**src/sv/utf8f_pkg.sv**
```systemverilog
// ---------------------------------------------------------------------------
// UTF-8 filter package
// Types, constants and the per code point filter and encoder functions.
// ---------------------------------------------------------------------------
package utf8f_pkg;

  // Configuration register indexes.
  typedef enum logic [2:0] {
    CFG_ALLOW_TAB       = 3'd0,
    CFG_NO_BLANK        = 3'd1,
    CFG_ASCII_ONLY      = 3'd2,
    CFG_DECIMAL_MODE    = 3'd3,
    CFG_SCIENTIFIC_MODE = 3'd4,
    CFG_HEX_MODE        = 3'd5,
    CFG_FORCE_UPPER     = 3'd6,
    CFG_KEEP_LF         = 3'd7
  } cfg_idx_e;

  typedef struct packed {
    logic allow_tab;
    logic no_blank;
    logic ascii_only;
    logic decimal_mode;
    logic scientific_mode;
    logic hex_mode;
    logic force_upper;
    logic keep_lf;
  } cfg_t;

  localparam int unsigned MaxBytes = 6;

  typedef logic [20:0] point_t;

  localparam point_t Replacement = 21'h00FFFD;
  localparam point_t MaxPoint    = 21'h10FFFF;
  localparam point_t ChNul       = 21'h000000;
  localparam point_t ChTab       = 21'h000009;
  localparam point_t ChLf        = 21'h00000A;
  localparam point_t ChCr        = 21'h00000D;
  localparam point_t ChSpace     = 21'h000020;
  localparam point_t ChAsciiTop  = 21'h00007F;

  // Encoded form of one code point, byte 0 first.
  typedef struct packed {
    logic [2:0]      len;
    logic [3:0][7:0] bytes;
  } enc_t;

  // Item handed from the decoder to the result buffer.
  typedef struct packed {
    logic                     load;
    logic [2:0]               cnt;
    logic [MaxBytes-1:0][7:0] bytes;
  } ob_load_t;

  // True when the code point survives dropping and the class rules.
  function automatic logic point_ok(point_t c, cfg_t cfg);
    logic ok;
    logic digit;
    logic op;
    logic sci;
    logic hx;
    ok    = 1'b1;
    digit = (c >= 21'h30) && (c <= 21'h39);
    op    = (c == 21'h2B) || (c == 21'h2D) || (c == 21'h2A) || (c == 21'h2F) ||
            (c == 21'h2E);
    sci   = (c == 21'h65) || (c == 21'h45);
    hx    = ((c >= 21'h61) && (c <= 21'h66)) || ((c >= 21'h41) && (c <= 21'h46)) ||
            (c == 21'h78) || (c == 21'h58);
    if (c == ChCr) ok = 1'b0;
    if ((c == ChLf) && !cfg.keep_lf) ok = 1'b0;
    if (c == ChNul) ok = 1'b0;
    if (!cfg.allow_tab && (c == ChTab)) ok = 1'b0;
    if (cfg.no_blank && ((c == ChSpace) || (c == ChTab))) ok = 1'b0;
    if (cfg.ascii_only && (c > ChAsciiTop)) ok = 1'b0;
    if (cfg.decimal_mode || cfg.scientific_mode) begin
      if (!digit && !op && !(cfg.scientific_mode && sci)) ok = 1'b0;
    end else if (cfg.hex_mode) begin
      if (!digit && !hx) ok = 1'b0;
    end
    return ok;
  endfunction

  // Optional upper-casing of a to z.
  function automatic point_t upcase(point_t c, cfg_t cfg);
    point_t r;
    r = c;
    if (cfg.force_upper && (c >= 21'h61) && (c <= 21'h7A)) r = c - 21'h20;
    return r;
  endfunction

  // UTF-8 encoding; points above the Unicode range give no bytes.
  function automatic enc_t encode(point_t c);
    enc_t e;
    e.len   = 3'd0;
    e.bytes = '0;
    if (c <= ChAsciiTop) begin
      e.len      = 3'd1;
      e.bytes[0] = c[7:0];
    end else if (c <= 21'h0007FF) begin
      e.len      = 3'd2;
      e.bytes[0] = {3'b110, c[10:6]};
      e.bytes[1] = {2'b10, c[5:0]};
    end else if (c <= 21'h00FFFF) begin
      e.len      = 3'd3;
      e.bytes[0] = {4'b1110, c[15:12]};
      e.bytes[1] = {2'b10, c[11:6]};
      e.bytes[2] = {2'b10, c[5:0]};
    end else if (c <= MaxPoint) begin
      e.len      = 3'd4;
      e.bytes[0] = {5'b11110, c[20:18]};
      e.bytes[1] = {2'b10, c[17:12]};
      e.bytes[2] = {2'b10, c[11:6]};
      e.bytes[3] = {2'b10, c[5:0]};
    end
    return e;
  endfunction

endpackage

```
**src/sv/utf8f_cfg_regs.sv**
```systemverilog
// ---------------------------------------------------------------------------
// UTF-8 filter configuration registers
// Eight one-bit mode registers written through the configuration channel.
// ---------------------------------------------------------------------------
module utf8f_cfg_regs (
  input  logic             clk_i,
  input  logic             rst_ni,
  input  logic             wr_en_i,
  input  logic [2:0]       wr_index_i,
  input  logic             wr_data_i,
  output utf8f_pkg::cfg_t  cfg_o
);
  import utf8f_pkg::*;

  cfg_t cfg_q;
  cfg_t cfg_d;

  // Decode the register index of a write.
  always_comb begin
    cfg_d = cfg_q;
    if (wr_en_i) begin
      case (cfg_idx_e'(wr_index_i))
        CFG_ALLOW_TAB:       cfg_d.allow_tab       = wr_data_i;
        CFG_NO_BLANK:        cfg_d.no_blank        = wr_data_i;
        CFG_ASCII_ONLY:      cfg_d.ascii_only      = wr_data_i;
        CFG_DECIMAL_MODE:    cfg_d.decimal_mode    = wr_data_i;
        CFG_SCIENTIFIC_MODE: cfg_d.scientific_mode = wr_data_i;
        CFG_HEX_MODE:        cfg_d.hex_mode        = wr_data_i;
        CFG_FORCE_UPPER:     cfg_d.force_upper     = wr_data_i;
        CFG_KEEP_LF:         cfg_d.keep_lf         = wr_data_i;
        default:             cfg_d = cfg_q;
      endcase
    end
  end

  always_ff @(posedge clk_i or negedge rst_ni) begin
    if (!rst_ni) begin
      cfg_q <= '0;
    end else begin
      cfg_q <= cfg_d;
    end
  end

  assign cfg_o = cfg_q;

endmodule

```
**src/sv/utf8f_decode.sv**
```systemverilog
// ---------------------------------------------------------------------------
// UTF-8 filter decoder
// Input register, sequence state, filtering and re-encoding of one item.
// ---------------------------------------------------------------------------
module utf8f_decode (
  input  logic                clk_i,
  input  logic                rst_ni,
  input  utf8f_pkg::cfg_t     cfg_i,
  input  logic                in_valid_i,
  output logic                in_ready_o,
  input  logic [7:0]          in_byte_i,
  input  logic                in_eot_i,
  input  logic                ob_free_i,
  output utf8f_pkg::ob_load_t ob_o
);
  import utf8f_pkg::*;

  logic       in_valid_q;
  logic       in_valid_d;
  logic [7:0] in_byte_q;
  logic       in_eot_q;
  logic [1:0] trail_q;
  logic [1:0] trail_d;
  point_t     part_q;
  point_t     part_d;
  point_t     part_t;
  logic       lead_go;
  logic       cp0_v;
  logic       cp1_v;
  point_t     cp1;
  point_t     cp1_up;
  enc_t       enc0;
  enc_t       enc1;
  logic [2:0] len0;
  logic [2:0] len1;
  logic [3:0] total;
  logic [2:0] k;
  logic [MaxBytes-1:0][7:0] bytes;
  logic       process;

  // Sequence decoding: at most a broken-sequence replacement followed by
  // one further code point (lead result, completed point or cut-short mark).
  always_comb begin
    trail_d = trail_q;
    part_d  = part_q;
    part_t  = {part_q[14:0], in_byte_q[5:0]};
    lead_go = 1'b0;
    cp0_v   = 1'b0;
    cp1_v   = 1'b0;
    cp1     = Replacement;
    if (trail_q != 2'd0) begin
      if (in_byte_q[7:6] == 2'b10) begin
        trail_d = trail_q - 2'd1;
        if (trail_d == 2'd0) begin
          cp1_v  = 1'b1;
          cp1    = part_t;
          part_d = '0;
        end else begin
          part_d = part_t;
        end
      end else begin
        cp0_v   = 1'b1;
        trail_d = 2'd0;
        part_d  = '0;
        lead_go = 1'b1;
      end
    end else begin
      lead_go = 1'b1;
    end
    if (lead_go) begin
      if (!in_byte_q[7]) begin
        cp1_v = 1'b1;
        cp1   = {13'd0, in_byte_q};
      end else if (in_byte_q[7:5] == 3'b110) begin
        part_d  = {16'd0, in_byte_q[4:0]};
        trail_d = 2'd1;
      end else if (in_byte_q[7:4] == 4'b1110) begin
        part_d  = {17'd0, in_byte_q[3:0]};
        trail_d = 2'd2;
      end else if (in_byte_q[7:3] == 5'b11110) begin
        part_d  = {18'd0, in_byte_q[2:0]};
        trail_d = 2'd3;
      end else begin
        cp1_v = 1'b1;
        cp1   = Replacement;
      end
    end
    // A sequence still open at the end of the text is replaced.
    if (in_eot_q && (trail_d != 2'd0)) begin
      trail_d = 2'd0;
      part_d  = '0;
      cp1_v   = 1'b1;
      cp1     = Replacement;
    end
  end

  // Filter and encode both code points.
  always_comb begin
    cp1_up = upcase(cp1, cfg_i);
    enc0   = encode(upcase(Replacement, cfg_i));
    enc1   = encode(cp1_up);
    len0   = (cp0_v && point_ok(Replacement, cfg_i)) ? enc0.len : 3'd0;
    len1   = (cp1_v && point_ok(cp1, cfg_i)) ? enc1.len : 3'd0;
    total  = {1'b0, len0} + {1'b0, len1};
  end

  // Concatenate the two encodings into the result byte list.
  always_comb begin
    k     = '0;
    bytes = '0;
    for (int j = 0; j < MaxBytes; j++) begin
      if (3'(j) < len0) begin
        bytes[j] = enc0.bytes[2'(j)];
      end else begin
        k = 3'(j) - len0;
        if (k < 3'd4) bytes[j] = enc1.bytes[k[1:0]];
      end
    end
  end

  // An item with no bytes leaves at once; otherwise it waits for the buffer.
  assign process    = in_valid_q && ((total == 4'd0) || ob_free_i);
  assign in_ready_o = !in_valid_q || process;
  assign in_valid_d = in_ready_o ? in_valid_i : in_valid_q;

  always_comb begin
    ob_o.load  = process && (total != 4'd0);
    ob_o.cnt   = (total > 4'(MaxBytes)) ? 3'(MaxBytes) : total[2:0];
    ob_o.bytes = bytes;
  end

  // Control state.
  always_ff @(posedge clk_i or negedge rst_ni) begin
    if (!rst_ni) begin
      in_valid_q <= 1'b0;
      trail_q    <= 2'd0;
      part_q     <= '0;
    end else begin
      in_valid_q <= in_valid_d;
      if (process) begin
        trail_q <= trail_d;
        part_q  <= part_d;
      end
    end
  end

  // Input payload register.
  always_ff @(posedge clk_i) begin
    if (in_valid_i && in_ready_o) begin
      in_byte_q <= in_byte_i;
      in_eot_q  <= in_eot_i;
    end
  end

endmodule

```
**src/sv/utf8f_out_buf.sv**
```systemverilog
// ---------------------------------------------------------------------------
// UTF-8 filter result buffer
// Holds the bytes of one item and shifts them out one per accepted output transfer.
// ---------------------------------------------------------------------------
module utf8f_out_buf (
  input  logic                clk_i,
  input  logic                rst_ni,
  input  utf8f_pkg::ob_load_t ld_i,
  output logic                free_o,
  output logic                out_valid_o,
  input  logic                out_ready_i,
  output logic [7:0]          out_byte_o,
  output logic                out_last_o
);
  import utf8f_pkg::*;

  logic [MaxBytes-1:0][7:0] bytes_q;
  logic [MaxBytes-1:0][7:0] bytes_d;
  logic [2:0]               cnt_q;
  logic [2:0]               cnt_d;
  logic                     pop;

  assign pop    = (cnt_q != 3'd0) && out_ready_i;
  assign free_o = (cnt_q == 3'd0) || ((cnt_q == 3'd1) && out_ready_i);

  // Load a new item or shift the oldest byte out.
  always_comb begin
    bytes_d = bytes_q;
    cnt_d   = cnt_q;
    if (ld_i.load) begin
      bytes_d = ld_i.bytes;
      cnt_d   = ld_i.cnt;
    end else if (pop) begin
      bytes_d = {8'h00, bytes_q[MaxBytes-1:1]};
      cnt_d   = cnt_q - 3'd1;
    end
  end

  always_ff @(posedge clk_i or negedge rst_ni) begin
    if (!rst_ni) begin
      cnt_q <= 3'd0;
    end else begin
      cnt_q <= cnt_d;
    end
  end

  always_ff @(posedge clk_i) begin
    bytes_q <= bytes_d;
  end

  assign out_valid_o = cnt_q != 3'd0;
  assign out_byte_o  = bytes_q[0];
  assign out_last_o  = cnt_q == 3'd1;

endmodule

```
**src/sv/utf8_text_input_filter.sv**
```systemverilog
// ---------------------------------------------------------------------------
// UTF-8 text input filter
// Decodes a UTF-8 byte stream, filters each code point and re-encodes it.
//
//   Channel   Direction  Signals                          Content
//   s_axis    in         tvalid tready tdata[7:0] tlast   in_byte, end_of_text
//   m_axis    out        tvalid tready tdata[7:0] tlast   out_byte, last_of_run
//   cfg       in         cfg_valid_i cfg_ready_o          index, one data bit
//
// An input item is decoded in the cycle after it is registered and its
// bytes (0 to 6) are loaded into the result buffer once it is free; the
// buffer sends one byte per cycle while m_axis_tready is high.
// Items producing no bytes are consumed at once and never wait on the output.
// Reset clears the sequence state, the mode registers and both valid flags.
// Output stalls back up through the buffer into the input register.
// ---------------------------------------------------------------------------
module utf8_text_input_filter (
  input  logic       clk_i,
  input  logic       rst_ni,
  input  logic       s_axis_tvalid,
  output logic       s_axis_tready,
  input  logic [7:0] s_axis_tdata,   // [7:0] in_byte
  input  logic       s_axis_tlast,
  output logic       m_axis_tvalid,
  input  logic       m_axis_tready,
  output logic [7:0] m_axis_tdata,   // [7:0] out_byte
  output logic       m_axis_tlast,
  input  logic       cfg_valid_i,
  output logic       cfg_ready_o,
  input  logic [2:0] cfg_index_i,
  input  logic       cfg_data_i
);
  import utf8f_pkg::*;

  cfg_t     cfg;
  ob_load_t ob_load;
  logic     ob_free;

  // Configuration writes are always taken.
  assign cfg_ready_o = 1'b1;

  utf8f_cfg_regs u_cfg (
    .clk_i      (clk_i),
    .rst_ni     (rst_ni),
    .wr_en_i    (cfg_valid_i),
    .wr_index_i (cfg_index_i),
    .wr_data_i  (cfg_data_i),
    .cfg_o      (cfg)
  );

  utf8f_decode u_decode (
    .clk_i      (clk_i),
    .rst_ni     (rst_ni),
    .cfg_i      (cfg),
    .in_valid_i (s_axis_tvalid),
    .in_ready_o (s_axis_tready),
    .in_byte_i  (s_axis_tdata),
    .in_eot_i   (s_axis_tlast),
    .ob_free_i  (ob_free),
    .ob_o       (ob_load)
  );

  utf8f_out_buf u_out_buf (
    .clk_i       (clk_i),
    .rst_ni      (rst_ni),
    .ld_i        (ob_load),
    .free_o      (ob_free),
    .out_valid_o (m_axis_tvalid),
    .out_ready_i (m_axis_tready),
    .out_byte_o  (m_axis_tdata),
    .out_last_o  (m_axis_tlast)
  );

endmodule

```
**config.mk**
```make
export PLATFORM = sky130hd
export DESIGN_NAME = utf8_text_input_filter
export DESIGN_NICKNAME = d
export VERILOG_FILES = /design/src/sv/utf8f_pkg.sv /design/src/sv/utf8f_cfg_regs.sv /design/src/sv/utf8f_decode.sv /design/src/sv/utf8f_out_buf.sv /design/src/sv/utf8_text_input_filter.sv
export SDC_FILE = /design/constraint.sdc
export NUM_CORES = 1
export LEC_CHECK = 0
export ABC_AREA = 0
export BUFFER_PORTS_ARGS = -buffer_cell sky130_fd_sc_hd__buf_2
export CAP_MARGIN = 20
export CORE_MARGIN = 5
export CORE_UTILIZATION = 50
export DETAILED_ROUTE_END_ITERATION = 10
export PLACE_DENSITY = 0.71
export SYNTH_ARGS = -nofsm -noshare
export SYNTH_HDL_FRONTEND = slang
export SYNTH_SLANG_ARGS = --single-unit
```
**constraint.sdc**
```tcl
create_clock -name clk_i -period 16 [get_ports clk_i]
set_input_delay 0.8 -clock clk_i [delete_from_list [all_inputs] [get_ports clk_i]]
set_output_delay 0.8 -clock clk_i [all_outputs]
set_load 0.02 [all_outputs]
```
==> results of run 1 <==
## worst max-delay path, stage by stage, from the launching register on
cell	delay [ps]
dfrtp_1	430
inv_1	120
ha_1	520
nand2b_1	200
o22ai_1	120
o31ai_1	440
nand2_1	360
nor2_1	390
inv_1	150
ha_1	270
o41ai_1	120
a211oi_4	180
and2_1	310
a21oi_1	550
o21a_1	230
ha_1	160
inv_1	50
fa_1	540
nand2b_1	110
a311oi_1	290
a311o_2	160
buf_4	540
nand2_2	360
buf_12	280
## cell usage after synthesis, types with 7 or more instances
library cell   n  area share, %
nand2_1       81            5.5
ha_1          11            2.5
o21ai_0       45            4.1
a21o_1        10            1.4
mux2_2        10            2.0
clkbuf_1      23            1.6
a22o_1        16            2.5
a211oi_1       7           0.95
o31ai_1       12            1.6
nand3_1       13            1.2
nor2b_1        8           0.90
dfrtp_1       29             13
buf_2          7           0.63
buf_4         10            1.4
and2_1        11            1.2
edfxtp_1      57             31
nand2b_1      10            1.1
nor2_1        38            2.6
nor3_1        17            1.5
a21oi_1       26            2.3
inv_1         16            1.1
## through the flow
| stage | setup WS [ps] | instance area, sq um |
|---|---|---|
| after floorplan | 9260 | 5540 |
| after global placement | 8830 | 5630 |
| final | 8820 | 5870 |
| after global routing | 8120 | 5870 |
| after CTS | 8460 | 5840 |
| after detailed placement | 8480 | 5640 |
## state kept, by name (all words and copies together) (netlist names)
name	flops
u_decode.in_eot_q	1
u_out_buf.cnt_q	3
u_decode.part_q	15
u_decode.trail_q	2
u_out_buf.out_byte_o	8
u_decode.in_byte_q	8
u_decode.in_valid_q	1
u_cfg.cfg_o	8
u_out_buf.bytes_q	40
## routing by layer
layer	vias to the layer above	GRT usage, %	wire (microns)
met4	0	10.0	519
li1	2198	-	-
met5	-	0	0
met2	205	32.2	6150
met3	53	4.84	958
met1	2225	29.6	5970
## report_power, final
group	internal (W)	switching, W	leakage [nW]
sequential	0.000339	0.0000484	0.934
combinational	0.000140	0.000245	1.26
clock	0.0000733	0.0000813	0.0973
total	0.000553	0.000375	2.29
## cell type report
| type | count | area, sq um |
|---|---|---|
| fillers | 1000 | 4970 |
| repair buffers | 33 | 196 |
| well taps | 140 | 175 |
| inverters | 20 | 75.1 |
| flip-flops and latches | 86 | 2440 |
| clock buffers | 10 | 128 |
| multi-input cells | 438 | 2790 |
| clock inverters | 6 | 68.8 |
## how the worst max path moves through the flow
stage	from	end	slack [ps]	cells after the start
after floorplan	u_decode.trail_q[0]	u_out_buf.bytes_q[10]	9260	26
after global placement	u_decode.trail_q[0]	u_out_buf.out_byte_o[5]	8830	22
after detailed placement	u_decode.trail_q[0]	u_out_buf.out_byte_o[5]	8480	22
after CTS	u_decode.trail_q[0]	u_out_buf.out_byte_o[3]	8460	22
after global routing	u_decode.trail_q[0]	u_out_buf.bytes_q[13]	8120	23
final	u_decode.trail_q[0]	u_out_buf.out_byte_o[6]	8820	23
## logic make-up after synthesis
group | share of synthesized area (%)
AOI/OAI and AO/OA | 22.7
xor gates and xnor gates | 0.632
adders and majority gates | 2.84
buffers and inverters | 5.78
DFF | 44.0
muxes | 2.75
other | 0.135
and+or+nand+nor | 21.2
==> flow_metrics.py, run 1 <==
metrics = {
    "status": {
        "status": "finished, final reports clean",
    },
    "global_routing": {
        "grt_max_degree": 80,
        "grt_pass1_wl_mm": 22.6,
        "gr-usage-all-layers_pct": 21.5,
        "grt_pass1_vias": 4453,
        "grt_remaining_overflow": 0,
        "grt_antenna_before_repair": 0,
    },
    "power_and_ir_drop": {
        "p_leak_nw": 2.29,
        "powerDensity_nw_per_um2": 158,
        "power_w": 0.000927,
        "irDropWorstVdd_uv": 86.9,
    },
    "floorplan": {
        "die_h_microns": 115,
        "die_w_microns": 115,
        "row_count": 38,
        "core_area_sq_um": 10800,
        "dieArea_sq_um": 13300,
        "initial_core_util_pct": 51.1,
        "pin_count": 30,
    },
    "finish": {
        "area_growth_pct": 5.89,
        "final_nets": 618,
        "fin_cells": 733,
        "drive_above_1_share_pct": 13.2,
        "final_core_utilization_pct": 54.2,
        "layout_commonest_cell": "nand2_1",
        "final_cell_mix": "nand2_1, edfxtp_1, o21ai_0",
        "n_antenna_cell": 0,
    },
    "setup_path": {
        "r2r_slack_ps": 8820,
        "crit_arrival_ps": 7290,
        "r2r-end": "u_out_buf.out_byte_o[6]",
        "cp_data_required_time_ps": 16110,
        "reg2reg_depth": 23,
        "cp-start-kind": "flop",
        "crit_path_end_kind": "flop",
        "critical_path.max_fanout": 79,
        "regToRegStartpoint": "u_decode.trail_q[0]",
        "crit_type": "reg2reg",
    },
    "clock_network": {
        "clock-sinks": 86,
        "cts-resized-gates": 0,
        "clk_latency_ps": 370,
        "cts_inserted_buffers": 9,
        "cts.path.max_buffers": 2,
        "htreeDepth": 3,
        "clockRootBuffer": "clkbuf_8",
        "clk_pin_slew_ps": 90,
        "holdBufCountCts": 0,
        "cts_tree": "done",
        "cts_setup_buffers": 0,
    },
    "min_path": {
        "hold_class": "in2async",
    },
    "routing": {
        "drtIter0Drc": 505,
        "wl_per_cell_microns": 18.5,
        "drt-total-wl_mm": 13.6,
        "vias": 4681,
        "firstDrtPassIters": 5,
        "viasPerCell": 6.39,
        "route.detailed.drc": 0,
        "postRouteAntennaNets": 0,
    },
    "sta": {
        "hold_viol": 0,
        "relSlewSlack_pct": 42.3,
        "fin_crit_ps": 7180,
        "finalSetupTns_ps": 0,
        "max_freq_mhz": 139,
        "hold_slack_ps": 459,
        "finClkSkew_ps": 11.3,
        "maxSlewViolCount": 0,
        "finalCritPeriodShare_pct": 44.9,
        "rsz0062_at_grt": "false",
        "setup_violations": 0,
        "worst_pin_slew_ps": 865,
    },
    "synthesis": {
        "synth_area_sq_um": 5540,
        "avgSynthCellArea_sq_um": 9.41,
        "async_reset_ff_share_pct": 33.7,
        "yosysSeqAreaShare_pct": 44.0,
        "synth_cell_types": 76,
        "synthCells": 589,
        "ys_ff_latch": 86,
        "synth_ff_type": "edfxtp_1",
        "synth_fp_nets": 619,
        "synth_edf_count": 57,
        "synth_warnings": 0,
    },
    "place": {
        "hpwlAfterDp_mm": 9.87,
        "gp_congestion": 0.950,
        "port_buffers": 28,
        "place_inst": 715,
    },
    "run": {
        "drv_cap": 0,
    },
}
Note: power is estimated with default switching activity, not from simulation.
==> inputs of run 2 (changes only) <==
- clock period: 16 -> 7 ns (I/O delays scaled with it)
==> flow_metrics.py, run 2 (synthesis gave the netlist of run 1 again) <==
metrics = {
    "finish": {
        "area_growth_pct": 7.54,
        "regArea_sq_um": 2440,
        "final_core_utilization_pct": 55.0,
        "layout_commonest_cell": "nand2_1",
        "final_cell_mix": "nand2_1, edfxtp_1, o21ai_0",
        "fillers": 1014,
        "top_regs": "u_out_buf.bytes_q (40), u_decode.part_q (15)",
        "final_nets": 625,
        "regMostFlops": "u_out_buf.bytes_q",
        "largest_register_ffs": 40,
        "drive_above_1_share_pct": 14.7,
        "design_area_sq_um": 5960,
        "n_antenna_cell": 0,
        "multi_input_area_sq_um": 2810,
    },
    "sta": {
        "finClkSkew_ps": 13.8,
        "worst_pin_slew_ps": 850,
        "setup_violations": 0,
        "maxSlewViolCount": 0,
        "setup_ws_ps": 559,
        "max_freq_mhz": 155,
        "finalSetupTns_ps": 0,
        "finalCritPeriodShare_pct": 92.0,
        "rsz0062_at_grt": "false",
        "fin_crit_ps": 6440,
        "hold_viol": 0,
        "hold_slack_ps": 9.03,
        "relSlewSlack_pct": 43.2,
    },
    "clock_network": {
        "holdBufCountCts": 0,
        "clk_pin_slew_ps": 90,
        "clk_latency_ps": 370,
        "clockRootBuffer": "clkbuf_8",
        "cts_inserted_buffers": 9,
        "cts.path.max_buffers": 2,
        "htreeDepth": 3,
        "clock-sinks": 86,
        "cts_tree": "done",
    },
    "place": {
        "place_ws_ps": 342,
        "port_buffers": 28,
        "placed_area_sq_um": 5710,
        "hpwlAfterDp_mm": 10.2,
        "gp_congestion": 0.952,
    },
    "floorplan": {
        "die_h_microns": 115,
        "dieArea_sq_um": 13300,
        "core_area_sq_um": 10800,
        "die_w_microns": 115,
        "row_count": 38,
        "initial_core_util_pct": 51.1,
        "pin_count": 30,
    },
    "global_routing": {
        "grt_pass1_wl_mm": 23.7,
        "gr-usage-all-layers_pct": 22.6,
        "grt_pass1_vias": 4628,
        "grt_antenna_before_repair": 0,
        "grt_max_degree": 43,
        "grt_remaining_overflow": 0,
    },
    "power_and_ir_drop": {
        "pwr-share-clk_pct": 18.5,
        "p_sw_share_pct": 40.8,
        "p_leak_nw": 2.34,
        "irDropWorstVdd_uv": 207,
        "seqPwrFrac_pct": 39.9,
        "powerDensity_nw_per_um2": 371,
        "p_sw_w": 0.000904,
        "combPwrFrac_pct": 41.6,
        "internal_power_w": 0.00131,
    },
    "routing": {
        "vias": 4766,
        "route.detailed.drc": 0,
        "postRouteAntennaNets": 0,
        "wl_per_cell_microns": 20.0,
        "viasPerCell": 6.44,
        "drt-total-wl_mm": 14.8,
        "drtIter0Drc": 537,
        "firstDrtPassIters": 5,
    },
    "setup_path": {
        "cp_data_required_time_ps": 7300,
        "critical_path.max_fanout": 14,
        "cp-start-kind": "flop",
        "crit_arrival_ps": 6740,
        "crit_path_end_kind": "flop",
        "crit_type": "reg2reg",
    },
    "status": {
        "status": "finished, final reports clean",
    },
    "run": {
        "drv_cap": 0,
    },
    "min_path": {
        "hold_class": "in2async",
    },
}
-- run 2: cell count changes in the layout (fill, tap and decap cells not counted), sizes merged --
cell,change
buf,+7
a311o,+1
bufinv,+1
clkbuf,-1
clkdlybuf4s18,-1
clkinvlp,-1
inv,+1
-- run 2: per-stage QoR --
step | cells | power (W)
2_1_floorplan | 589 | 0.00154
3_3_place_gp | 723 | 0.00176
3_5_place_dp | 723 | 0.00178
4_1_cts | 739 | 0.00219
5_1_grt | 740 | 0.00234
6_report | 740 | 0.00221
-- run 2: power groups by stage --
stage	Sequential (W)	Clock (W)	Combinational, W
2_1_floorplan	0.000845	0	0.000693
3_3_place_gp	0.000885	0	0.000874
3_5_place_dp	0.000891	0	0.000886
4_1_cts	0.000881	0.000415	0.000890
5_1_grt	0.000901	0.000435	0.00101
6_report	0.000883	0.000410	0.000920
-- run 2: worst paths after layout --
| path | from | endpoint | slack, ps | depth (start not counted) |
|---|---|---|---|---|
| setup / recovery | u_decode.trail_q[0] | u_decode.part_q[5] | 560 | 23 |
| setup reg to reg | u_decode.trail_q[0] | u_decode.part_q[5] | 560 | 23 |
| min in group clk_i | s_axis_tdata[4] | u_decode.in_byte_q[4] | 150 | 1 |
| max in group asynchronous | rst_ni | u_decode.part_q[5] | 6540 | 1 |
| hold reg to reg | u_out_buf.bytes_q[47] | u_out_buf.bytes_q[39] | 510 | 2 |
| hold / removal | rst_ni | u_cfg.cfg_o[2] | 9 | 1 |
-- run 2: layout make-up --
class	instances	area share (%)
Multi-Input combinational cell	439	47.2
Sequential cell	86	40.9
Timing Repair Buffer	39	3.95
Tap cell	140	2.94
Clock buffer	9	2.08
Clock inverter	7	1.72
Inverter	20	1.26
-- run 2: worst max-delay path, cell delays in order (launching register included) --
cell and delay [ps]:
dfrtp_1 440, inv_1 140, ha_2 390, nand2b_1 180
o22ai_1 110, o31ai_1 490, nand2_1 130, nor2_1 360
inv_1 160, ha_1 290, o41ai_1 130, a211oi_4 180
and2_1 310, a21oi_2 400, o21a_1 190, ha_1 160
inv_1 60, fa_1 560, nor2b_1 400, nand3_1 140
a31o_2 250, o311a_1 230, nor3b_4 450, a22o_1 210
-- run 2: per-layer routing --
metal	part of all wire, %	track usage, %
met5	0	0
met4	3.8	10.7
met3	7.0	3.95
met2	47	35.9
met1	43	30.1
-- run 2: what timing repair did --
item,CTS,global route
endpoints found under the setup margin,0,93
gates resized for setup,0,3
buffers inserted,0,0
==> inputs of run 3 (changes only) <==
- CORE_UTILIZATION: 50 -> 62
- PLACE_DENSITY: 0.71 -> 0.85
==> flow_metrics.py, run 3 (synthesis gave the netlist of run 1 again) <==
metrics = {
    "status": {
        "status": "complete, but fails checks",
        "violations": "negative hold slack",
    },
    "setup_path": {
        "reg2reg_depth": 22,
        "slowest_stage": "fa_1",
        "cp-start-kind": "flop",
        "regToRegStartpoint": "u_decode.trail_q[0]",
        "crit_buf_inv": 4,
        "path_depth": 22,
        "critical-path-top-delay-family": "compound AO/OA/AOI/OAI gates",
        "critical_path.max_fanout": 64,
        "crit_path_end_kind": "flop",
        "r2r_slack_ps": 470,
        "critPathLaunch": "u_decode.trail_q[0]",
        "crit_type": "reg2reg",
        "worstPathCellList": "inv_1 > ha_1 > nand2b_1 > o22ai_1 > o31ai_1 > nand2_1 > nor2_1 > inv_1 > ha_1 > o41ai_1 > a211oi_4 > and2_1 > a21oi_1 > o21a_1 > ha_1 > inv_1 > fa_1 > nand2b_1 > a311oi_1 > a311o_2 > buf_12 > mux2_2",
        "crit_arrival_ps": 6660,
        "cp_data_required_time_ps": 7130,
        "max_stage_delay_ps": 560,
    },
    "routing": {
        "route.detailed.drc": 0,
        "wl_per_cell_microns": 19.2,
        "vias": 4825,
        "postRouteAntennaNets": 0,
        "drtIter0Drc": 493,
        "firstDrtPassIters": 6,
        "drt-total-wl_mm": 13.5,
        "viasPerCell": 6.85,
    },
    "clock_network": {
        "cts_setup_buffers": 0,
        "cts.path.max_buffers": 2,
        "cts_tree": "done",
        "clock-sinks": 86,
        "clk_pin_slew_ps": 100,
        "clk_latency_ps": 370,
        "clockRootBuffer": "clkbuf_8",
        "cts_inserted_buffers": 9,
        "cts-resized-gates": 0,
        "htreeDepth": 3,
        "holdBufCountCts": 0,
    },
    "place": {
        "hpwlAfterDp_mm": 9.60,
        "placed_area_sq_um": 5670,
        "place_inst": 689,
        "port_buffers": 28,
        "gp_congestion": 1.01,
    },
    "sta": {
        "fin_crit_ps": 6530,
        "max_freq_mhz": 153,
        "hold_viol": 6,
        "rsz0062_at_grt": "false",
        "hold_slack_ps": -8.10,
        "finalCritPeriodShare_pct": 93.3,
        "setup_violations": 0,
        "finalSetupTns_ps": 0,
        "relSlewSlack_pct": 45.3,
        "maxSlewViolCount": 0,
        "finClkSkew_ps": 21.1,
        "worst_pin_slew_ps": 818,
    },
    "global_routing": {
        "grt_pass1_wl_mm": 22.5,
        "grt_antenna_before_repair": 0,
        "grt_remaining_overflow": 0,
        "grt_max_degree": 65,
        "grt_pass1_vias": 4496,
        "gr-usage-all-layers_pct": 24.9,
    },
    "floorplan": {
        "row_count": 34,
        "dieArea_sq_um": 10900,
        "die_w_microns": 105,
        "initial_core_util_pct": 63.6,
        "die_h_microns": 105,
        "core_area_sq_um": 8720,
        "pin_count": 30,
    },
    "finish": {
        "drive_above_1_share_pct": 13.8,
        "layout_commonest_cell": "nand2_1",
        "final_nets": 622,
        "final_core_utilization_pct": 67.2,
        "area_growth_pct": 5.78,
        "regMostFlops": "u_out_buf.bytes_q",
        "largest_register_ffs": 40,
        "design_area_sq_um": 5860,
        "fin_cells": 704,
        "n_antenna_cell": 0,
        "final_cell_mix": "nand2_1, edfxtp_1, o21ai_0",
        "top_regs": "u_out_buf.bytes_q (40), u_decode.part_q (15)",
    },
    "power_and_ir_drop": {
        "irDropWorstVdd_uv": 255,
        "power_w": 0.00214,
        "p_leak_nw": 2.31,
        "powerDensity_nw_per_um2": 365,
    },
    "min_path": {
        "hold_class": "in2async",
    },
    "run": {
        "drv_cap": 0,
    },
}
## run 3: power breakdown
part	switching, W	total, W	internal [W]
Combinational	0.000573	0.000902	0.000329
Sequential	0.000106	0.000881	0.000775
Clock	0.000190	0.000356	0.000166
## run 3: path summary, 6_finish.rpt
kind / end
min in group clk_i: u_decode.in_byte_q[7]
setup reg to reg: u_out_buf.bytes_q[8]
hold / removal: u_cfg.cfg_o[5]
hold reg to reg: u_cfg.cfg_o[0]
setup / recovery: u_out_buf.bytes_q[8]
max in group asynchronous: u_decode.part_q[11]
## run 3: layout make-up
type,count,area [sq um]
repair buffers,37,233
flip-flops and latches,86,2440
clock buffers,9,124
fillers,681,2860
inverters,20,75.1
clock inverters,6,70.1
well taps,108,135
multi-input cells,438,2790
## run 3: per-layer routing
metal	up-vias	wire, microns	track usage [%]
met3	59	1350	5.06
met1	2276	5580	34.4
met2	289	6080	38.6
li1	2201	-	-
met5	-	0	0
met4	0	510	9.81
## run 3: per-stage QoR
stage	hold WS, ps	worst slack (ps)
floorplan	54.4	264
global placement	402	965
detailed placement	412	627
CTS	10.5	577
global route	51.1	55.2
finish	-8.10	469
## run 3: worst register-to-register path, cell delays in order (launching register included)
cell      delay (ps)
dfrtp_1          430
inv_1            120
ha_1             510
nand2b_1         210
o22ai_1          100
o31ai_1          450
nand2_1          130
nor2_1           340
inv_1            160
ha_1             280
o41ai_1          130
a211oi_4         170
and2_1           310
a21oi_1          530
o21a_1           210
ha_1             170
inv_1             60
fa_1             560
nand2b_1         110
a311oi_1         280
a311o_2          370
buf_12           290
mux2_2           380
